## config.mk

```make
export PLATFORM = sky130hd
export DESIGN_NAME = page_buffer_clock_replacement_flat
export DESIGN_NICKNAME = d
export VERILOG_FILES = /design/src/design/pbcr_pkg.sv /design/src/design/pbcr_if.sv /design/src/design/page_buffer_clock_replacement.sv /design/src/design/pbcr_frame_table.sv /design/src/flat_wrapper.sv
export SDC_FILE = /design/constraint.sdc
export NUM_CORES = 1
export LEC_CHECK = 0
export ABC_AREA = 1
export BUFFER_PORTS_ARGS = -buffer_cell sky130_fd_sc_hd__clkbuf_2
export CAP_MARGIN = 0
export CORE_ASPECT_RATIO = 1.25
export CORE_UTILIZATION = 25
export CTS_CLUSTER_SIZE = 8
export DETAILED_ROUTE_END_ITERATION = 16
export GPL_TIMING_DRIVEN = 0
export PLACE_DENSITY = 0.36
export SKIP_LAST_GASP = 1
export SLEW_MARGIN = 40
export SYNTH_ARGS = -nofsm -noshare
export SYNTH_HDL_FRONTEND = slang
export SYNTH_SLANG_ARGS = --single-unit
```

## constraint.sdc

```tcl
create_clock -name clock -period 7.5 [get_ports clock]
set_clock_uncertainty 0.2 [all_clocks]
set_input_delay 1.5 -clock clock [delete_from_list [all_inputs] [get_ports clock]]
set_output_delay 1.5 -clock clock [all_outputs]
set_load 0.01 [all_outputs]
```

## src/design/pbcr_pkg.sv

```systemverilog
// ----------------------------------------------------------------------------
// pbcr_pkg
// Shared constants, codes and types of the page buffer clock replacement block.
// ----------------------------------------------------------------------------
`default_nettype none

package pbcr_pkg;

   localparam int NUM_FRAMES = 16;
   localparam int IDX_W      = $clog2(NUM_FRAMES);
   localparam int FRAME_W    = 6;
   localparam int KIND_W     = 3;
   localparam int FILE_W     = 8;
   localparam int PAGE_W     = 24;
   localparam int STATUS_W   = 3;
   localparam int PIN_W      = 8;

   // request kinds
   localparam logic [KIND_W-1:0] KIND_READ    = 3'd0;
   localparam logic [KIND_W-1:0] KIND_UNPIN   = 3'd1;
   localparam logic [KIND_W-1:0] KIND_ALLOC   = 3'd2;
   localparam logic [KIND_W-1:0] KIND_DISPOSE = 3'd3;
   localparam logic [KIND_W-1:0] KIND_FLUSH   = 3'd4;

   // result status codes
   localparam logic [STATUS_W-1:0] ST_OK         = 3'd0;
   localparam logic [STATUS_W-1:0] ST_ALL_PINNED = 3'd1;
   localparam logic [STATUS_W-1:0] ST_NOT_FOUND  = 3'd2;
   localparam logic [STATUS_W-1:0] ST_NOT_PINNED = 3'd3;
   localparam logic [STATUS_W-1:0] ST_PINNED     = 3'd4;
   localparam logic [STATUS_W-1:0] ST_BAD_FRAME  = 3'd5;

   // result item types
   localparam logic ITEM_FINAL = 1'b0;
   localparam logic ITEM_WB    = 1'b1;

   localparam logic [PIN_W-1:0] PIN_MAX = 8'hFF;

   typedef enum logic [2:0] {
      S_IDLE,
      S_SEARCH,
      S_SWEEP,
      S_FLUSH,
      S_FINAL
   } state_type;

   typedef struct packed {
      logic              valid;
      logic              dirty;
      logic              refm;
      logic [PIN_W-1:0]  pin;
      logic [FILE_W-1:0] ftag;
      logic [PAGE_W-1:0] ptag;
   } entry_type;

   typedef struct packed {
      logic             en;
      logic [IDX_W-1:0] addr;
      entry_type        entry;
   } wr_type;

endpackage

`default_nettype wire

```

## src/design/pbcr_if.sv

```systemverilog
// ----------------------------------------------------------------------------
// pbcr_req_if / pbcr_rsp_if
// Valid/ready channels for requests and result items.
// ----------------------------------------------------------------------------
`default_nettype none

interface pbcr_req_if;
   logic                          valid;
   logic                          ready;
   logic [pbcr_pkg::KIND_W-1:0]   kind;
   logic [pbcr_pkg::FILE_W-1:0]   file_id;
   logic [pbcr_pkg::PAGE_W-1:0]   page_no;
   logic                          mark_dirty;

   modport source (output valid, kind, file_id, page_no, mark_dirty, input ready);
   modport sink   (input valid, kind, file_id, page_no, mark_dirty, output ready);
endinterface

interface pbcr_rsp_if;
   logic                          valid;
   logic                          ready;
   logic                          item_type;
   logic [pbcr_pkg::STATUS_W-1:0] status;
   logic [pbcr_pkg::FRAME_W-1:0]  frame;
   logic [pbcr_pkg::FILE_W-1:0]   wb_file;
   logic [pbcr_pkg::PAGE_W-1:0]   wb_page;
   logic                          load_needed;
   logic                          last;

   modport source (output valid, item_type, status, frame, wb_file, wb_page,
                   load_needed, last, input ready);
   modport sink   (input valid, item_type, status, frame, wb_file, wb_page,
                   load_needed, last, output ready);
endinterface

`default_nettype wire

```

## src/design/page_buffer_clock_replacement.sv

```systemverilog
// ----------------------------------------------------------------------------
// page_buffer_clock_replacement
// Buffer pool of page frames with clock-sweep victim choice; a small sequencer
// over a single table port visits one frame per cycle unless results stall.
// ----------------------------------------------------------------------------
// Sequence: accept, then a tag search from frame 0, a clock sweep from the frame
//   after the hand on a read or allocate miss, and the final status item.
// Flush visits the frames in order and stops at a pinned frame of the file.
// Throughput: one request at a time; a stalled result output holds the sequencer.
// Reset: synchronous; all frames invalid, hand at the last frame, no result.
// ----------------------------------------------------------------------------
`default_nettype none

module page_buffer_clock_replacement (
   input  wire logic   clock,
   input  wire logic   reset,
   pbcr_req_if.sink    req_ch,
   pbcr_rsp_if.source  rsp_ch
);

   localparam logic [pbcr_pkg::IDX_W-1:0] LAST_IDX =
      pbcr_pkg::IDX_W'(pbcr_pkg::NUM_FRAMES - 1);

   pbcr_pkg::state_type state_ff, state_in;

   logic [pbcr_pkg::KIND_W-1:0]   kind_ff, kind_in;
   logic [pbcr_pkg::FILE_W-1:0]   fid_ff, fid_in;
   logic [pbcr_pkg::PAGE_W-1:0]   pno_ff, pno_in;
   logic                          md_ff, md_in;
   logic [pbcr_pkg::IDX_W-1:0]    ptr_ff, ptr_in;
   logic [pbcr_pkg::IDX_W-1:0]    hand_ff, hand_in;
   logic [pbcr_pkg::IDX_W-1:0]    seen_ff, seen_in;
   logic [pbcr_pkg::STATUS_W-1:0] fst_ff, fst_in;
   logic [pbcr_pkg::IDX_W-1:0]    ffr_ff, ffr_in;
   logic                          fld_ff, fld_in;

   logic                          rv_ff, rv_in;
   logic                          rtype_ff, rtype_in;
   logic [pbcr_pkg::STATUS_W-1:0] rst_ff, rst_in;
   logic [pbcr_pkg::FRAME_W-1:0]  rfr_ff, rfr_in;
   logic [pbcr_pkg::FILE_W-1:0]   rwf_ff, rwf_in;
   logic [pbcr_pkg::PAGE_W-1:0]   rwp_ff, rwp_in;
   logic                          rld_ff, rld_in;

   pbcr_pkg::entry_type ent;
   pbcr_pkg::wr_type    wr;

   logic accept, go, match, fmatch, at_end, pinned, victim, emit_wb, emit_fin;
   logic [pbcr_pkg::IDX_W-1:0] ptr_nxt, hand_nxt;

   pbcr_frame_table u_table (
      .clock    (clock),
      .reset    (reset),
      .rd_addr  (ptr_ff),
      .rd_entry (ent),
      .wr       (wr)
   );

   // decode the visited frame
   assign accept   = req_ch.valid && req_ch.ready;
   assign go       = !rv_ff || rsp_ch.ready;
   assign match    = ent.valid && (ent.ftag == fid_ff) && (ent.ptag == pno_ff);
   assign fmatch   = ent.valid && (ent.ftag == fid_ff);
   assign at_end   = (ptr_ff == LAST_IDX);
   assign pinned   = (ent.pin != '0);
   assign victim   = !ent.valid || (!ent.refm && !pinned);
   assign ptr_nxt  = at_end ? '0 : ptr_ff + 1'b1;
   assign hand_nxt = (hand_ff == LAST_IDX) ? '0 : hand_ff + 1'b1;

   // next state
   always_comb begin
      state_in = state_ff;
      unique case (state_ff)
         pbcr_pkg::S_IDLE: begin
            if (accept) begin
               if (req_ch.kind == pbcr_pkg::KIND_FLUSH) state_in = pbcr_pkg::S_FLUSH;
               else if (req_ch.kind == pbcr_pkg::KIND_READ ||
                        req_ch.kind == pbcr_pkg::KIND_UNPIN ||
                        req_ch.kind == pbcr_pkg::KIND_ALLOC ||
                        req_ch.kind == pbcr_pkg::KIND_DISPOSE)
                  state_in = pbcr_pkg::S_SEARCH;
               else state_in = pbcr_pkg::S_FINAL;
            end
         end
         pbcr_pkg::S_SEARCH: begin
            if (go) begin
               if (match) state_in = pbcr_pkg::S_FINAL;
               else if (at_end) begin
                  if (kind_ff == pbcr_pkg::KIND_READ || kind_ff == pbcr_pkg::KIND_ALLOC)
                     state_in = pbcr_pkg::S_SWEEP;
                  else state_in = pbcr_pkg::S_FINAL;
               end
            end
         end
         pbcr_pkg::S_SWEEP: begin
            if (go) begin
               if (victim) state_in = pbcr_pkg::S_FINAL;
               else if (!ent.refm && seen_ff == LAST_IDX) state_in = pbcr_pkg::S_FINAL;
            end
         end
         pbcr_pkg::S_FLUSH: begin
            if (go && ((fmatch && pinned) || at_end)) state_in = pbcr_pkg::S_FINAL;
         end
         pbcr_pkg::S_FINAL: begin
            if (go) state_in = pbcr_pkg::S_IDLE;
         end
         default: state_in = pbcr_pkg::S_IDLE;
      endcase
   end

   // sequencer datapath and table writes
   always_comb begin
      kind_in  = kind_ff;
      fid_in   = fid_ff;
      pno_in   = pno_ff;
      md_in    = md_ff;
      ptr_in   = ptr_ff;
      hand_in  = hand_ff;
      seen_in  = seen_ff;
      fst_in   = fst_ff;
      ffr_in   = ffr_ff;
      fld_in   = fld_ff;
      emit_wb  = 1'b0;
      emit_fin = 1'b0;
      wr.en    = 1'b0;
      wr.addr  = ptr_ff;
      wr.entry = ent;
      unique case (state_ff)
         pbcr_pkg::S_IDLE: begin
            if (accept) begin
               kind_in = req_ch.kind;
               fid_in  = req_ch.file_id;
               pno_in  = req_ch.page_no;
               md_in   = req_ch.mark_dirty;
               ptr_in  = '0;
               fst_in  = pbcr_pkg::ST_OK;
               ffr_in  = '0;
               fld_in  = 1'b0;
            end
         end
         pbcr_pkg::S_SEARCH: begin
            if (go) begin
               if (match) begin
                  ffr_in = ptr_ff;
                  unique case (kind_ff)
                     pbcr_pkg::KIND_READ: begin
                        wr.en         = 1'b1;
                        wr.entry.refm = 1'b1;
                        if (ent.pin != pbcr_pkg::PIN_MAX) wr.entry.pin = ent.pin + 1'b1;
                     end
                     pbcr_pkg::KIND_UNPIN: begin
                        if (!pinned) fst_in = pbcr_pkg::ST_NOT_PINNED;
                        else begin
                           wr.en          = 1'b1;
                           wr.entry.pin   = ent.pin - 1'b1;
                           wr.entry.dirty = ent.dirty | md_ff;
                        end
                     end
                     pbcr_pkg::KIND_ALLOC: fst_in = pbcr_pkg::ST_BAD_FRAME;
                     default: begin
                        wr.en          = 1'b1;
                        wr.entry.valid = 1'b0;
                        wr.entry.dirty = 1'b0;
                        wr.entry.refm  = 1'b0;
                        wr.entry.pin   = '0;
                     end
                  endcase
               end else if (at_end) begin
                  ptr_in  = hand_nxt;
                  seen_in = '0;
                  if (kind_ff == pbcr_pkg::KIND_UNPIN) fst_in = pbcr_pkg::ST_NOT_FOUND;
               end else begin
                  ptr_in = ptr_ff + 1'b1;
               end
            end
         end
         pbcr_pkg::S_SWEEP: begin
            if (go) begin
               hand_in = ptr_ff;
               if (victim) begin
                  emit_wb        = ent.valid && ent.dirty;
                  wr.en          = 1'b1;
                  wr.entry.valid = 1'b1;
                  wr.entry.dirty = 1'b0;
                  wr.entry.refm  = 1'b1;
                  wr.entry.pin   = pbcr_pkg::PIN_W'(1);
                  wr.entry.ftag  = fid_ff;
                  wr.entry.ptag  = pno_ff;
                  ffr_in         = ptr_ff;
                  fld_in         = (kind_ff == pbcr_pkg::KIND_READ);
               end else if (ent.refm) begin
                  wr.en         = 1'b1;
                  wr.entry.refm = 1'b0;
                  ptr_in        = ptr_nxt;
               end else begin
                  seen_in = seen_ff + 1'b1;
                  ptr_in  = ptr_nxt;
                  if (seen_ff == LAST_IDX) fst_in = pbcr_pkg::ST_ALL_PINNED;
               end
            end
         end
         pbcr_pkg::S_FLUSH: begin
            if (go) begin
               if (fmatch && pinned) begin
                  fst_in = pbcr_pkg::ST_PINNED;
                  ffr_in = ptr_ff;
               end else begin
                  if (fmatch) begin
                     emit_wb        = ent.dirty;
                     wr.en          = 1'b1;
                     wr.entry.valid = 1'b0;
                     wr.entry.dirty = 1'b0;
                     wr.entry.refm  = 1'b0;
                     wr.entry.pin   = '0;
                  end
                  if (!at_end) ptr_in = ptr_ff + 1'b1;
               end
            end
         end
         pbcr_pkg::S_FINAL: begin
            emit_fin = go;
         end
         default: ;
      endcase
   end

   // load the result register; hold it while the sink stalls
   always_comb begin
      rv_in    = rv_ff && !rsp_ch.ready;
      rtype_in = rtype_ff;
      rst_in   = rst_ff;
      rfr_in   = rfr_ff;
      rwf_in   = rwf_ff;
      rwp_in   = rwp_ff;
      rld_in   = rld_ff;
      priority if (emit_wb) begin
         rv_in    = 1'b1;
         rtype_in = pbcr_pkg::ITEM_WB;
         rst_in   = pbcr_pkg::ST_OK;
         rfr_in   = pbcr_pkg::FRAME_W'(ptr_ff);
         rwf_in   = ent.ftag;
         rwp_in   = ent.ptag;
         rld_in   = 1'b0;
      end else if (emit_fin) begin
         rv_in    = 1'b1;
         rtype_in = pbcr_pkg::ITEM_FINAL;
         rst_in   = fst_ff;
         rfr_in   = pbcr_pkg::FRAME_W'(ffr_ff);
         rwf_in   = '0;
         rwp_in   = '0;
         rld_in   = fld_ff;
      end
   end

   // control registers
   always_ff @(posedge clock) begin
      if (reset) begin
         state_ff <= pbcr_pkg::S_IDLE;
         rv_ff    <= 1'b0;
         hand_ff  <= LAST_IDX;
      end else begin
         state_ff <= state_in;
         rv_ff    <= rv_in;
         hand_ff  <= hand_in;
      end
   end

   // request and result payload registers
   always_ff @(posedge clock) begin
      kind_ff  <= kind_in;
      fid_ff   <= fid_in;
      pno_ff   <= pno_in;
      md_ff    <= md_in;
      ptr_ff   <= ptr_in;
      seen_ff  <= seen_in;
      fst_ff   <= fst_in;
      ffr_ff   <= ffr_in;
      fld_ff   <= fld_in;
      rtype_ff <= rtype_in;
      rst_ff   <= rst_in;
      rfr_ff   <= rfr_in;
      rwf_ff   <= rwf_in;
      rwp_ff   <= rwp_in;
      rld_ff   <= rld_in;
   end

   assign req_ch.ready       = (state_ff == pbcr_pkg::S_IDLE);
   assign rsp_ch.valid       = rv_ff;
   assign rsp_ch.item_type   = rtype_ff;
   assign rsp_ch.status      = rst_ff;
   assign rsp_ch.frame       = rfr_ff;
   assign rsp_ch.wb_file     = rwf_ff;
   assign rsp_ch.wb_page     = rwp_ff;
   assign rsp_ch.load_needed = rld_ff;
   assign rsp_ch.last        = (rtype_ff == pbcr_pkg::ITEM_FINAL);

endmodule

`default_nettype wire

```

## src/design/pbcr_frame_table.sv

```systemverilog
// ----------------------------------------------------------------------------
// pbcr_frame_table
// Per-frame marks, pin counts and tags; one read and one write address.
// ----------------------------------------------------------------------------
`default_nettype none

module pbcr_frame_table (
   input  wire logic                           clock,
   input  wire logic                           reset,
   input  wire logic [pbcr_pkg::IDX_W-1:0]     rd_addr,
   output pbcr_pkg::entry_type                 rd_entry,
   input  wire pbcr_pkg::wr_type               wr
);

   logic                          valid_ff [pbcr_pkg::NUM_FRAMES];
   logic                          dirty_ff [pbcr_pkg::NUM_FRAMES];
   logic                          refm_ff  [pbcr_pkg::NUM_FRAMES];
   logic [pbcr_pkg::PIN_W-1:0]    pin_ff   [pbcr_pkg::NUM_FRAMES];
   logic [pbcr_pkg::FILE_W-1:0]   ftag_ff  [pbcr_pkg::NUM_FRAMES];
   logic [pbcr_pkg::PAGE_W-1:0]   ptag_ff  [pbcr_pkg::NUM_FRAMES];

   // update marks and counts; clear the marks and counts of all frames on reset
   always_ff @(posedge clock) begin
      if (reset) begin
         for (int i = 0; i < pbcr_pkg::NUM_FRAMES; i++) begin
            valid_ff[i] <= 1'b0;
            dirty_ff[i] <= 1'b0;
            refm_ff[i]  <= 1'b0;
            pin_ff[i]   <= '0;
         end
      end else if (wr.en) begin
         valid_ff[wr.addr] <= wr.entry.valid;
         dirty_ff[wr.addr] <= wr.entry.dirty;
         refm_ff[wr.addr]  <= wr.entry.refm;
         pin_ff[wr.addr]   <= wr.entry.pin;
      end
   end

   // update tags
   always_ff @(posedge clock) begin
      if (wr.en) begin
         ftag_ff[wr.addr] <= wr.entry.ftag;
         ptag_ff[wr.addr] <= wr.entry.ptag;
      end
   end

   // read the addressed frame
   always_comb begin
      rd_entry.valid = valid_ff[rd_addr];
      rd_entry.dirty = dirty_ff[rd_addr];
      rd_entry.refm  = refm_ff[rd_addr];
      rd_entry.pin   = pin_ff[rd_addr];
      rd_entry.ftag  = ftag_ff[rd_addr];
      rd_entry.ptag  = ptag_ff[rd_addr];
   end

endmodule

`default_nettype wire

```

## src/flat_wrapper.sv

```systemverilog
// flat-port wrapper written by rule: the top's interface ports become plain ports
module page_buffer_clock_replacement_flat 
  (clock, reset, req_ch_valid, req_ch_kind, req_ch_file_id, req_ch_page_no, req_ch_mark_dirty, req_ch_ready, rsp_ch_valid, rsp_ch_item_type, rsp_ch_status, rsp_ch_frame, rsp_ch_wb_file, rsp_ch_wb_page, rsp_ch_load_needed, rsp_ch_last, rsp_ch_ready);
  pbcr_req_if req_ch_i ();
  pbcr_rsp_if rsp_ch_i ();
  input  wire logic clock;
  input  wire logic reset;
  input wire logic [$bits(req_ch_i.valid)-1:0] req_ch_valid;
  input wire logic [$bits(req_ch_i.kind)-1:0] req_ch_kind;
  input wire logic [$bits(req_ch_i.file_id)-1:0] req_ch_file_id;
  input wire logic [$bits(req_ch_i.page_no)-1:0] req_ch_page_no;
  input wire logic [$bits(req_ch_i.mark_dirty)-1:0] req_ch_mark_dirty;
  output wire logic [$bits(req_ch_i.ready)-1:0] req_ch_ready;
  output wire logic [$bits(rsp_ch_i.valid)-1:0] rsp_ch_valid;
  output wire logic [$bits(rsp_ch_i.item_type)-1:0] rsp_ch_item_type;
  output wire logic [$bits(rsp_ch_i.status)-1:0] rsp_ch_status;
  output wire logic [$bits(rsp_ch_i.frame)-1:0] rsp_ch_frame;
  output wire logic [$bits(rsp_ch_i.wb_file)-1:0] rsp_ch_wb_file;
  output wire logic [$bits(rsp_ch_i.wb_page)-1:0] rsp_ch_wb_page;
  output wire logic [$bits(rsp_ch_i.load_needed)-1:0] rsp_ch_load_needed;
  output wire logic [$bits(rsp_ch_i.last)-1:0] rsp_ch_last;
  input wire logic [$bits(rsp_ch_i.ready)-1:0] rsp_ch_ready;
  assign req_ch_i.valid = req_ch_valid;
  assign req_ch_i.kind = req_ch_kind;
  assign req_ch_i.file_id = req_ch_file_id;
  assign req_ch_i.page_no = req_ch_page_no;
  assign req_ch_i.mark_dirty = req_ch_mark_dirty;
  assign req_ch_ready = req_ch_i.ready;
  assign rsp_ch_valid = rsp_ch_i.valid;
  assign rsp_ch_item_type = rsp_ch_i.item_type;
  assign rsp_ch_status = rsp_ch_i.status;
  assign rsp_ch_frame = rsp_ch_i.frame;
  assign rsp_ch_wb_file = rsp_ch_i.wb_file;
  assign rsp_ch_wb_page = rsp_ch_i.wb_page;
  assign rsp_ch_load_needed = rsp_ch_i.load_needed;
  assign rsp_ch_last = rsp_ch_i.last;
  assign rsp_ch_i.ready = rsp_ch_ready;
  page_buffer_clock_replacement u_core (.clock(clock), .reset(reset), .req_ch(req_ch_i), .rsp_ch(rsp_ch_i));
endmodule
```

=== Yosys cells after proc, flatten, opt, wreduce, memory -nomap -nowiden ===
Memory sizes are Yosys's and may differ from the RTL's. A register that Yosys moved wholly into a read port is not among the register bits.
Cells that the tools add are included.

* Flip-flop bits (word level): 101
* Memory bits (writable): 688
* Input bits: 40
* Output and inout bits: 46
* Memories: 6

{| class="wikitable"
|+ Memory list
! memory !! depth !! width !! rd ports !! clocked after memory_dff !! write ports !! line !! text
|-
| u_core.u_table.ptag_ff || 16 || 24 || 1 || 1 || 1 || pbcr_frame_table.sv:20 || <nowiki>logic [pbcr_pkg::PAGE_W-1:0] ptag_ff [pbcr_pkg::NUM_FRAMES];</nowiki>
|-
| u_core.u_table.ftag_ff || 16 || 8 || 1 || 1 || 1 || pbcr_frame_table.sv:19 || <nowiki>logic [pbcr_pkg::FILE_W-1:0] ftag_ff [pbcr_pkg::NUM_FRAMES];</nowiki>
|-
| u_core.u_table.pin_ff || 16 || 8 || 1 || 1 || 16 || pbcr_frame_table.sv:18 || <nowiki>logic [pbcr_pkg::PIN_W-1:0] pin_ff [pbcr_pkg::NUM_FRAMES];</nowiki>
|-
| u_core.u_table.dirty_ff || 16 || 1 || 1 || 1 || 16 || pbcr_frame_table.sv:16 || <nowiki>logic dirty_ff [pbcr_pkg::NUM_FRAMES];</nowiki>
|-
| u_core.u_table.refm_ff || 16 || 1 || 1 || 1 || 16 || pbcr_frame_table.sv:17 || <nowiki>logic refm_ff [pbcr_pkg::NUM_FRAMES];</nowiki>
|-
| u_core.u_table.valid_ff || 16 || 1 || 1 || 1 || 16 || pbcr_frame_table.sv:15 || <nowiki>logic valid_ff [pbcr_pkg::NUM_FRAMES];</nowiki>
|}

* $add $sub $neg: 5
* Equal/unequal tests: 37
* Mux-type cells: 125
* Bitwise operators: 2
* Reduce and logical (&&, ||, !) cells: 44

{| class="wikitable"
|+ Operators by type and width
! kind !! number
|-
| $mux 4 || 35
|-
| $mux 3 || 24
|-
| $mux 11 || 5
|-
| $mux 24 || 2
|-
| $mux 43 || 1
|-
| $mux 40 || 1
|-
| $mux 8 || 5
|-
| $mux 1 || 36
|-
| $pmux 11 s3 || 1
|-
| $mux 32 || 1
|-
| $pmux 4 s4 || 2
|-
| $eq 24x24->1 || 1
|-
| $pmux 8 s3 || 1
|-
| $ne 2x1->1 const B || 10
|-
| $eq 3x2->1 const B || 5
|-
| $pmux 3 s5 || 1
|-
| $reduce_and 7->1 || 2
|-
| $reduce_and 13->1 || 1
|-
| $add 4x1->4 const B || 3
|-
| $eq 4x4->1 const B || 3
|-
| $ne 2x2->1 const B || 6
|-
| $ne 3x1->1 const B || 4
|-
| $pmux 3 s4 || 1
|-
| $pmux 1 s2 || 5
|-
| other kinds (28) || 57
|}

=== Logic depth before layout (Yosys ltp) ===
* Depth in word-level cells: 12
* Gate-level depth with buffers: 27

=== Modules after synthesis ===
Synthesis repeated with hierarchy kept, for this count alone.

* Cell total of the unflattened synthesis: 3773
* Area, all modules: 36478.7 µm²

{| class="wikitable"
|+ By module, submodules not included
! module !! times used !! cells an instance !! area an instance (µm²) !! sequential area each (µm²)
|-
| pbcr_frame_table || 1 || 3050 || 30354.1 || 20659.8
|-
| page_buffer_clock_replacement || 1 || 723 || 6124.6 || 2902.8
|}

=== Worst setup path after synthesis ===
Ideal clock, no wire load.

* Path kind: reg-to-reg
* Start: register with a tool-made name
* End: memory u_core.u_table.ftag_ff[10][0] in the netlist's numbering, enable pin
* Setup time: 0.461 ns
* Arrival: 4.806 ns
* Setup slack: 2.032 ns
* Stages on the path, launching flop included: 23
* Buffers on the path: 5
* Period minus slack after synthesis: 5.468 ns
* Cell sequence: dfxtp_1 > inv_2 > buf_6 > buf_6 > buf_6 > buf_4 > buf_2 > o21ai_1 > o211ai_1 > nand3_1 > nand2_1 > inv_1 > ha_1 > inv_1 > nor3_2 > nand3_1 > nand2_2 > a21oi_1 > nand2_1 > nand2_1 > inv_2 > nand2_1 > nor3_1

{| class="wikitable"
|+ RTL lines
! element !! line
|-
| end: declaration || pbcr_frame_table.sv:19
|}

==> flow_metrics.py <==
metrics = {
    "status": {
        "outcome": "completed",
    },
    "yosys": {
        "postSynthAreaPerCell_um2": 10.2,
        "netlist.top_cell.by_area": "sky130_fd_sc_hd__edfxtp_1",
        "yosys-top-cells-area": "sky130_fd_sc_hd__edfxtp_1, sky130_fd_sc_hd__nand2_1, sky130_fd_sc_hd__nor2_1",
        "synth_area_um2": 35600,
        "yosysSeqAreaShare": 0.664,
        "synthArstFlopShare": 0,
        "yosys.area.top_type_share": 0.654,
        "synth-edff-count": 776,
        "primary_flip_flop_cell_chosen_by_synthesis_mapping": "sky130_fd_sc_hd__edfxtp_1",
        "postSynthRegisterBits": 793,
        "syn-instance-count": 3475,
        "synth_most_common_cell": "sky130_fd_sc_hd__nand2_1",
        "synth_commonest_cells": "sky130_fd_sc_hd__nand2_1, sky130_fd_sc_hd__edfxtp_1, sky130_fd_sc_hd__nor2_1",
        "yosys.cell_types.count": 46,
        "synth.yosys.warnings": 0,
    },
    "global_routing": {
        "grt_first_pass_wirelength_um": 214000,
        "initial_antenna_violation_count": 3,
        "globalRouteTotalUtil": 0.215,
        "grt_max_degree": 24,
        "grt_remaining_overflow": 0,
        "grt_pass1_vias": 26200,
    },
    "sta": {
        "hold_viol": 0,
        "fin_crit_sh": 0.893,
        "maxSlewViolCount": 0,
        "slew_headroom": 0.417,
        "worst_pin_slew_ns": 0.874,
        "setup_viol": 0,
        "unrepaired_setup_endpoints_after_global_routing": "false",
        "timing.hold.ws_ns": 0.264,
        "post-route-min-period_ns": 6.70,
        "fmax_mhz": 149,
    },
    "critical_path": {
        "worstPathBufferInverterCount": 11,
        "worst-r2r-setup-slack_ns": 0.80,
        "cp.required_ns": 7.72,
        "critical-path-top-cell-by-count": "sky130_fd_sc_hd__nand2_1",
        "kind_of_end_point_of_the_critical_path": "register",
        "critical_path_fanouts_max": 10,
        "critical_path_arrival_ns": 6.92,
        "timing.setup.critical_path_class": "reg -> reg",
        "critical_path_cell_with_the_highest_stage_delay": "sky130_fd_sc_hd__clkbuf_1",
        "crit_chain": "buf_2, buf_2, buf_2, clkbuf_1, o211ai_1, nand3_1, nand2_1, inv_1, ha_1, inv_1, nor3_2, nand3_1, nand2_2, a21oi_1, nand2_1, nand2_1, inv_2, nand2_1, clkbuf_2, nor2_4, buf_8, buf_16, buf_16",
        "timing.reg2reg.worst_path_depth": 23,
        "worst_path_dominant_cell_family": "buffers and inverters",
        "critical-path-max-stage-delay_ns": 0.58,
        "critPathLaunchType": "register",
        "r2r_end": "u_core.u_table.ftag_ff[3][7]$_DFFE_PP_",
    },
    "layout": {
        "fillerInstances": 14600,
        "final_core_utilization": 0.307,
        "final_layout_net_count": 3819,
        "finish.cell_count_without_fillers": 5664,
        "post_route_cells_drive_above_1_share": 0.154,
        "area_growth_pct": 21.6,
    },
    "clock_network": {
        "cts_htree_levels": 3,
        "numCtsBuffers": 110,
        "cts_buffer_depth": 3,
        "cts.hold.buffers_added": 0,
        "tritoncts": "done",
        "clk_transition_reported_paths_ns": 0.06,
        "clock_latency_ns": 0.74,
        "cts_num_sinks": 793,
        "root_buffer_cell": "sky130_fd_sc_hd__clkbuf_16",
        "cts-resized-gates": 0,
        "cts_setup_buffers": 0,
    },
    "power": {
        "design_power_total_mw": 16.8,
        "power.density_cell_area_nw_per_um2": 388,
        "power.ir.vdd_worst_mv": 0.196,
        "cell_leakage_power_nw": 16.7,
    },
    "drt": {
        "drcViolationCount": 0,
        "postRouteAntennaNets": 0,
        "vias_per_cell": 4.68,
        "drtPass1Iterations": 6,
        "initialDrtViolationCount": 2207,
        "routed-via-count": 26500,
        "routed_wire_length_per_instance_um": 27.5,
        "routed_wl_um": 156000,
    },
    "placed_design": {
        "place.port_buffers": 83,
        "post-dp-hpwl_um": 108000,
        "post-place-cells": 5530,
        "gp_routability_congestion": 0.804,
    },
    "floorplan": {
        "die-area_um2": 144000,
        "floorplan.initialDensity": 0.252,
        "floorplan.die.height_um": 424,
        "std_cell_rows": 154,
        "core_region_area_um2": 141000,
        "io_pins": 86,
        "die_width_um": 340,
    },
    "min_path": {
        "worstHoldEndpoint": "u_core.rsp_ch.status[1]$_SDFFE_PP0P_",
        "worstHoldPathCells": 2,
        "hold_start": "u_core.rsp_ch.status[1]$_SDFFE_PP0P_",
        "min-delay-path-class": "reg -> reg",
    },
    "flow_run": {
        "cap_viol_max_count": 0,
    },
}
-- routing by layer --
layer / wire (um) / part of all wire / up-vias / track usage
li1: - / - / 12300 / -
met4: 4140 / 0.027 / 0 / 0.0665
met5: 0 / 0 / - / 0
met1: 65800 / 0.42 / 13300 / 0.267
met2: 79900 / 0.51 / 688 / 0.387
met3: 6120 / 0.039 / 170 / 0.0241
-- how the worst max path moves through the flow --
stage,start,to,cells past startpoint
global route,register,u_core.u_table.ftag_ff[3][7]$_DFFE_PP_,23
finish,register,u_core.u_table.ftag_ff[3][7]$_DFFE_PP_,23
detailed placement,register,u_core.u_table.ftag_ff[3][2]$_DFFE_PP_,23
global placement,register,u_core.u_table.ptag_ff[10][8]$_DFFE_PP_,17
CTS,register,u_core.u_table.ftag_ff[3][2]$_DFFE_PP_,23
floorplan,register,u_core.u_table.ftag_ff[10][0]$_DFFE_PP_,22
-- final cells by class --
cell class / count / area [um2] / area share
timing repair buffer: 182 / 2100 / 0.0484
inverter: 293 / 1100 / 0.0254
sequential: 793 / 23600 / 0.546
buffer: 190 / 1210 / 0.0279
clock buffer: 123 / 2820 / 0.0652
antenna: 1 / 2.50 / 0.0000578
multi-input combinational: 2200 / 9990 / 0.231
clock inverter: 10 / 110 / 0.00254
tap: 1872 / 2340 / 0.0541
-- report_power, final --
| group | internal (mW) | leakage, nW | switching (mW) |
|---|---|---|---|
| Clock | 2.61 | 1.43 | 1.96 |
| Combinational | 1.56 | 7.87 | 4.76 |
| Sequential | 5.81 | 7.41 | 0.112 |
-- kinds of logic after synthesis --
| family | after synthesis | synth area share |
|---|---|---|
| DFF | 793 | 0.664 |
| xor gates and xnor gates | 8 | 0.00197 |
| other | 1 | 0.000105 |
| adders and majority gates | 9 | 0.00316 |
| AOI/OAI and AO/OA | 363 | 0.0576 |
| and+or+nand+nor | 1818 | 0.210 |
| buffers and inverters | 483 | 0.0633 |
-- per-stage QoR --
stage,setup slack (ns),area [um2],setup TNS (ns)
6_report,0.801,43300,0
3_3_place_gp,-4.00,38400,-1211.26
2_1_floorplan,2.03,35600,0
4_1_cts,0.797,43300,0
3_5_place_dp,0.825,40400,0
5_1_grt,0.513,43300,0
-- layout by cell type (no fill, tap or decap), types with 65 or more instances in the layout --
master,netlist,final
sky130_fd_sc_hd__o21ai_0,161,128
sky130_fd_sc_hd__nand2_1,885,881
sky130_fd_sc_hd__edfxtp_1,776,776
sky130_fd_sc_hd__nand3_1,352,352
sky130_fd_sc_hd__buf_4,31,65
sky130_fd_sc_hd__clkbuf_16,0,111
sky130_fd_sc_hd__buf_2,67,85
sky130_fd_sc_hd__clkbuf_2,0,112
sky130_fd_sc_hd__nor2_1,534,519
sky130_fd_sc_hd__inv_1,263,262
-- state kept, by name, summed over array words and instances, names as in the netlist, 8 cells and up, named ones only --
signal                   cells
u_core.pno_ff               24
u_core.rsp_ch.wb_page       24
u_core.u_table.pin_ff      128
u_core.u_table.ptag_ff     384
u_core.u_table.valid_ff     16
u_core.u_table.refm_ff      16
u_core.u_table.dirty_ff     16
u_core.u_table.ftag_ff     128
u_core.rsp_ch.wb_file        8
u_core.fid_ff                8
-- worst reg2reg max path: stages (launching register included) --
cell and delay [ns]:
sky130_fd_sc_hd__dfxtp_1 0.33, sky130_fd_sc_hd__buf_2 0.42, sky130_fd_sc_hd__buf_2 0.41, sky130_fd_sc_hd__buf_2 0.48, sky130_fd_sc_hd__clkbuf_1 0.58, sky130_fd_sc_hd__o211ai_1 0.21, sky130_fd_sc_hd__nand3_1 0.14, sky130_fd_sc_hd__nand2_1 0.28
sky130_fd_sc_hd__inv_1 0.22, sky130_fd_sc_hd__ha_1 0.17, sky130_fd_sc_hd__inv_1 0.05, sky130_fd_sc_hd__nor3_2 0.27, sky130_fd_sc_hd__nand3_1 0.13, sky130_fd_sc_hd__nand2_2 0.15, sky130_fd_sc_hd__a21oi_1 0.10, sky130_fd_sc_hd__nand2_1 0.09
sky130_fd_sc_hd__nand2_1 0.09, sky130_fd_sc_hd__inv_2 0.10, sky130_fd_sc_hd__nand2_1 0.31, sky130_fd_sc_hd__clkbuf_2 0.46, sky130_fd_sc_hd__nor2_4 0.56, sky130_fd_sc_hd__buf_8 0.26, sky130_fd_sc_hd__buf_16 0.19, sky130_fd_sc_hd__buf_16 0.18
Note: power is estimated with default switching activity, not from simulation.
